File: src/design/spq_pkg.sv
`timescale 1ns / 1ps

package spq_pkg;

  // Store geometry
  localparam int DEPTH      = 16;
  localparam int KEY_BITS   = 32;
  localparam int COUNT_BITS = 5;

  // Operation codes on the input word
  localparam logic [1:0] CMD_INSERT = 2'd0;
  localparam logic [1:0] CMD_REMOVE = 2'd1;
  localparam logic [1:0] CMD_SEARCH = 2'd2;

  // Status codes on the result word
  localparam logic [1:0] STS_OK        = 2'd0;
  localparam logic [1:0] STS_NOT_FOUND = 2'd1;
  localparam logic [1:0] STS_FULL      = 2'd2;

  typedef struct packed {
    logic [1:0]                 cmd;
    logic signed [KEY_BITS-1:0] key;
  } in_word_t;

  typedef struct packed {
    logic [1:0]                   status;
    logic signed [KEY_BITS-1:0]   min_key;
    logic                         empty_res;
    logic [COUNT_BITS-1:0]        count;
  } out_word_t;

  // Broadcast control from the sequencer to every cell
  typedef struct packed {
    logic cap;   // compare incoming key, latch flags
    logic ins;   // open a gap at the boundary and drop the key in
    logic rem;   // close up over the boundary entry
  } cell_ctl_t;

endpackage

File: src/design/sorted_priority_queue.sv
`timescale 1ns / 1ps
// The result word is registered in the output register as the shift state that follows acceptance ends.
// The input is stalled until the shift is done: compare on acceptance, then shift of the cell row.
// The shift waits while an earlier result is still stalled in the output register.
// Reset (rst, synchronous) empties the queue and clears the handshake state, and the
// input is stalled while it is high; key cells are not cleared and are only read below the count.

module sorted_priority_queue import spq_pkg::*; (
  input  logic      clk,
  input  logic      rst,
  input  logic      in_valid,
  output logic      in_stall,
  input  in_word_t  in_data,
  output logic      out_valid,
  input  logic      out_stall,
  output out_word_t out_data
);

  typedef enum logic [1:0] {
    S_IDLE  = 2'b01,
    S_SHIFT = 2'b10
  } state_t;

  localparam logic [COUNT_BITS-1:0] DEPTH_CNT = COUNT_BITS'(DEPTH);

  state_t                     state, state_next;
  logic [COUNT_BITS-1:0]      count, count_next;
  logic [1:0]                 op_cmd;
  logic signed [KEY_BITS-1:0] op_key;
  cell_ctl_t                  ctl;
  logic                       accept, go, full, found;
  logic [1:0]                 status_next;
  logic [DEPTH-1:0]           lt_vec, eq_vec;
  logic signed [KEY_BITS-1:0] cell_key [DEPTH];
  logic signed [KEY_BITS-1:0] cell_key_next [DEPTH];

  assign in_stall = rst || (state != S_IDLE);
  assign accept   = in_valid && !in_stall;
  assign go       = (state == S_SHIFT) && !(out_valid && out_stall);
  assign full     = (count == DEPTH_CNT);
  assign found    = |eq_vec;

  assign ctl.cap = accept;
  assign ctl.ins = go && (op_cmd == CMD_INSERT) && !full;
  assign ctl.rem = go && (op_cmd == CMD_REMOVE) && found;

  // Row of cells, lowest key in cell 0
  for (genvar i = 0; i < DEPTH; i++) begin : g_cell
    logic                       lt_left;
    logic signed [KEY_BITS-1:0] key_left, key_rt;
    if (i == 0) begin : g_first
      assign lt_left  = 1'b1;
      assign key_left = '0;
    end else begin : g_mid
      assign lt_left  = lt_vec[i-1];
      assign key_left = cell_key[i-1];
    end
    if (i == DEPTH - 1) begin : g_last
      assign key_rt = cell_key[i];
    end else begin : g_inner
      assign key_rt = cell_key[i+1];
    end
    spq_cell u_cell (
      .clk       (clk),
      .ctl       (ctl),
      .in_key    (in_data.key),
      .op_key    (op_key),
      .occ       (COUNT_BITS'(i) < count),
      .lt_prev   (lt_left),
      .key_prev  (key_left),
      .key_right (key_rt),
      .lt        (lt_vec[i]),
      .eq        (eq_vec[i]),
      .key       (cell_key[i]),
      .key_next  (cell_key_next[i])
    );
  end

  // Sequencer and count
  always_comb begin
    state_next  = state;
    count_next  = count;
    status_next = STS_OK;
    case (state)
      S_IDLE: begin
        if (accept) state_next = S_SHIFT;
      end
      S_SHIFT: begin
        if (go) state_next = S_IDLE;
      end
      default: state_next = S_IDLE;
    endcase
    case (op_cmd)
      CMD_INSERT: begin
        if (full) status_next = STS_FULL;
        else      count_next  = count + 1'b1;
      end
      CMD_REMOVE: begin
        if (found) count_next  = count - 1'b1;
        else       status_next = STS_NOT_FOUND;
      end
      default: begin
        if (!found) status_next = STS_NOT_FOUND;
      end
    endcase
    if (!go) count_next = count;
  end

  always_ff @(posedge clk) begin
    if (rst) begin
      state <= S_IDLE;
      count <= '0;
    end else begin
      state <= state_next;
      count <= count_next;
    end
  end

  // Operation held for the shift cycle
  always_ff @(posedge clk) begin
    if (accept) begin
      op_cmd <= in_data.cmd;
      op_key <= in_data.key;
    end
  end

  // Output register
  always_ff @(posedge clk) begin
    if (rst) begin
      out_valid <= 1'b0;
    end else if (go) begin
      out_valid <= 1'b1;
    end else if (!out_stall) begin
      out_valid <= 1'b0;
    end
  end

  always_ff @(posedge clk) begin
    if (go) begin
      out_data.status    <= status_next;
      out_data.min_key   <= (count_next == '0) ? '0 : cell_key_next[0];
      out_data.empty_res <= (count_next == '0);
      out_data.count     <= count_next;
    end
  end

  // Checks
  a_count_bound: assert property (@(posedge clk) disable iff (rst)
    count <= DEPTH_CNT)
    else $error("count beyond depth");

  a_sorted_prefix: assert property (@(posedge clk) disable iff (rst)
    state == S_SHIFT |-> $onehot({1'b0, lt_vec} + 1'b1))
    else $error("below-key flags not a prefix, order lost");

  a_count_step: assert property (@(posedge clk) disable iff (rst)
    !$stable(count) |-> out_valid &&
      (count == $past(count) + 1'b1 || count == $past(count) - 1'b1))
    else $error("count moved without a result or by more than one");

  a_result_after_shift: assert property (@(posedge clk) disable iff (rst)
    go |=> out_valid)
    else $error("shift gave no result");

endmodule

File: src/design/spq_cell.sv
`timescale 1ns / 1ps

module spq_cell import spq_pkg::*; (
  input  logic                       clk,
  input  cell_ctl_t                  ctl,
  input  logic signed [KEY_BITS-1:0] in_key,
  input  logic signed [KEY_BITS-1:0] op_key,
  input  logic                       occ,
  input  logic                       lt_prev,
  input  logic signed [KEY_BITS-1:0] key_prev,
  input  logic signed [KEY_BITS-1:0] key_right,
  output logic                       lt,
  output logic                       eq,
  output logic signed [KEY_BITS-1:0] key,
  output logic signed [KEY_BITS-1:0] key_next
);

  // Cells at or past the boundary (first entry not below the key) shift
  always_comb begin
    key_next = key;
    if (ctl.ins && !lt) begin
      key_next = lt_prev ? op_key : key_prev;
    end else if (ctl.rem && !lt) begin
      key_next = key_right;
    end
  end

  // Compare flags, taken as the word is accepted
  always_ff @(posedge clk) begin
    if (ctl.cap) begin
      lt <= occ && (key < in_key);
      eq <= occ && (key == in_key);
    end
  end

  always_ff @(posedge clk) begin
    key <= key_next;
  end

endmodule
File: config.mk
export PLATFORM = sky130hd
export DESIGN_NAME = sorted_priority_queue
export DESIGN_NICKNAME = d
export VERILOG_FILES = /design/src/design/spq_pkg.sv /design/src/design/sorted_priority_queue.sv /design/src/design/spq_cell.sv
export SDC_FILE = /design/constraint.sdc
export NUM_CORES = 2
export LEC_CHECK = 0
export BUFFER_PORTS_ARGS = -buffer_cell sky130_fd_sc_hd__buf_2
export CORE_MARGIN = 2
export CORE_UTILIZATION = 65
export CTS_BUF_LIST = sky130_fd_sc_hd__clkbuf_2
export DETAILED_ROUTE_END_ITERATION = 8
export PLACE_DENSITY = 0.82
export SLEW_MARGIN = 40
export SYNTH_ARGS = -nofsm -noshare
export SYNTH_HDL_FRONTEND = slang
export SYNTH_SLANG_ARGS = --single-unit
export TNS_END_PERCENT = 20
File: constraint.sdc
create_clock -name clk -period 11.2 [get_ports clk]
set_input_delay 0.56 -clock clk [delete_from_list [all_inputs] [get_ports clk]]
set_output_delay 0.56 -clock clk [all_outputs]
set_load 0.03 [all_outputs]
==> impl_metrics.tcl <==
set metrics [dict create \
    cp_top_family "simple AND/OR/NAND/NOR gates" \
    antenna_found_initial 3 \
    cpPeakStageDelay_ns 0.79 \
    ctsResizeCount 0 \
    max_freq_ghz 0.306 \
    finalHoldViolations 0 \
    synth_edf_count 586 \
    stdcell_count 5035 \
    worstPathCellList "nor4_1, nand4_1, mux2i_1, or2_1, buf_4, nor2_4, buf_4" \
    core_area_um2 62900 \
    leakage_uw 0.0194 \
    syn_area_um2 41200 \
    cp-endpoint "g_cell[12].u_cell.key[28]$_DFFE_PP_" \
    status "finished clean" \
    yosysSeqAreaShare_pct 44.7 \
    reg2reg_to "g_cell[12].u_cell.key[28]$_DFFE_PP_" \
    hp-class "in2reg" \
    slew_viol_final 0 \
    die_area_um2 65400 \
    fin_crit_ns 3.27 \
    setup_viol 0 \
    tightestPinTransition_ns 1.01 \
    portBuffers 79 \
    cts_sinks 626 \
    synth_fp_nets 4478 \
    r2r_slack_ns 7.93 \
    tns_ns 0 \
    cp.required_ns 12.28 \
    crit_path_frequent_cell "buf_4" \
    worst_setup_path_end_kind "flip-flop" \
    n_fill_cell 4534 \
    crit_arrival_ns 4.35 \
    drive_gt1_share_pct 11.3 \
    netlist_top_cells_area "edfxtp_1, ha_1, mux2i_1, o21ai_0, nand2_1" \
    dp_hpwl_mm 81.1 \
    final_core_util_pct 71.0 \
    crit_type "reg2reg" \
    first_global_vias 32602 \
    area_growth_pct 8.38 \
    clock_latency_ns 1.40 \
    dr_total_vias 33165 \
    yosysMostFrequentCell "edfxtp_1" \
    slowest_stage "nor4_1" \
    htree_num_levels 4 \
    ys_types 64 \
    critPathBufInv 2 \
    fin_area_um2 44600 \
    clkTransAtPathRegs_ns 0.12 \
    die_h_um 256 \
    wl_mm 113 \
    synth-async-reset-ratio_pct 0 \
    rsz0062_at_grt "false" \
    vias_per_cell 6.59 \
    cp-startpoint "g_cell[8].u_cell.eq$_DFFE_PP_" \
    yosysTopAreaCellShare_pct 42.7 \
    synth_warnings 0 \
    maxCapViolCount 0 \
    grt.total_usage_pct 34.0 \
    grt_overflow 0 \
    clockBufferDepth 3 \
    dpl.cell_count 4676 \
    ant_nets 0 \
    p_per_area_nw_per_um2 110 \
    first_pass_iters 6 \
    synth_ff_type "edfxtp_1" \
    place_area_um2 42400 \
    grt_pass1_wl_mm 177 \
    fin_ws_ns 7.93 \
    synth_common_cells "edfxtp_1, nand2_1, o21ai_0, ha_1, mux2i_1" \
    syn_inst 3924 \
    dp_slack_ns 7.59 \
    postSynthAreaPerCell_um2 10.5 \
    first_iter_violations 3655 \
    wl_per_cell_um 22.4 \
    start_util_pct 65.5 \
    numCtsBuffers 162 \
    cts_root_buffer "clkbuf_2" \
    fin_skew_ns 0.0871 \
    cts_tree "yes" \
    timing.slew.headroom_pct 32.1 \
    r2r-start "g_cell[8].u_cell.eq$_DFFE_PP_" \
    ios 80 \
    min_period_over_period_pct 29.2 \
    fp.dieW_um 256 \
    rows 92 \
    rr_worst_depth 7 \
    ys_ff_latch 626 \
    cp.depth 7 \
    start_kind "flip-flop" \
    critPathMaxFanout 17 \
    grt_max_degree 65 \
    drc 0 \
    vdd_drop_max_uv 102 \
    place_congestion 0.923 \
    fin_nets 4622 \
    synth_largest_area_cell "edfxtp_1" \
]
## registers in the layout (all words and copies together) (netlist names)
| name | count |
|---|---|
| out_valid | 1 |
| g_cell.u_cell.key | 512 |
| op_cmd | 2 |
| count | 5 |
| out_data | 40 |
| g_cell.u_cell.lt | 16 |
| g_cell.u_cell.eq | 16 |
| state | 2 |
| op_key | 32 |
## stage by stage
stage | hold WS [ns] | power [uW]
floorplan | 0.493 | 3040
global placement | 0.518 | 3180
detailed placement | 0.520 | 3210
CTS | 0.0444 | 4880
global route | 0.176 | 5070
finish | 0.205 | 4890
## worst min path at each step
stage	startpoint	to	depth (start not counted)	slack [ns]
floorplan	state[0]$_SDFFE_PP1P_	state[1]$_SDFFE_PP0P_	2	0.49
global route	out_stall	out_data[39]$_SDFFCE_PN0P_	4	0.18
finish	out_stall	state[1]$_SDFFE_PP0P_	5	0.21
CTS	out_stall	state[1]$_SDFFE_PP0P_	5	0.04
global placement	state[0]$_SDFFE_PP1P_	state[1]$_SDFFE_PP0P_	2	0.52
detailed placement	out_valid$_SDFFE_PP0P_	out_valid$_SDFFE_PP0P_	2	0.52
## tightest hold or removal path, cell delays in order
cell           delay, ns
dlygate4sd3_1       0.55
buf_2               0.13
and2_4              0.17
nand2_1             0.07
a21oi_1             0.08
## per-layer routing
layer	wire, um	up-vias	global-route usage, %
li1	-	15113	-
met1	47000	16036	47.5
met2	52400	1739	53.4
met3	10300	277	5.49
met4	3120	0	13.4
met5	0	-	0
## timing repair
item / CTS / global route
buffers inserted: 0 / 0
endpoints found under the hold margin: 102 / 0
setup endpoints to repair: 0 / 0
hold buffers: 73 / 0
## kinds of logic (layout without fill, tap and decap cells)
family / count (synthesis) / after routing / synth area share [%]
buffers and inverters: 324 / 584 / 3.07
multiplexers: 525 / 525 / 12.9
other: 0 / 5 / 0
AO/OA/AOI/OAI: 955 / 955 / 12.8
adder cells (fa/ha/maj): 516 / 516 / 15.7
AND/OR/NAND/NOR: 977 / 977 / 10.9
XOR/XNOR: 1 / 1 / 0.0213
flip-flops: 626 / 626 / 44.7
## final cells by class
type                    count  area [um^2]  area share (%)
multi-input cells        2974        21800            48.7
flip-flops and latches    626        18400            41.2
repair buffers            204         1560            3.48
clock buffers             236         1180            2.65
well taps                 846         1060            2.37
inverters                 100          375           0.841
clock inverters            44          305           0.684
diodes                      5         12.5          0.0280
## cells in the final DEF, fill, tap and decap left out, types with 29 or more instances in the layout
cell,count
a21o_1,61
a21oi_1,218
a31oi_1,41
buf_2,79
buf_4,47
clkbuf_2,236
clkinv_1,31
dfxtp_1,40
dlygate4sd3_1,73
edfxtp_1,586
ha_1,516
inv_1,98
mux2_2,38
mux2i_1,487
nand2_1,576
nand3_1,31
nand4_1,87
nor2_1,88
nor2b_1,29
o21ai_0,534
## power breakdown
| part | total [uW] | leakage, uW | switching, uW | internal, uW |
|---|---|---|---|---|
| clock network | 1700 | 0.00113 | 1020 | 673 |
| registers | 2640 | 0.00564 | 62.4 | 2570 |
| logic | 559 | 0.0126 | 324 | 235 |
| total | 4890 | 0.0194 | 1410 | 3480 |
(Power assumes the default switching activity.)
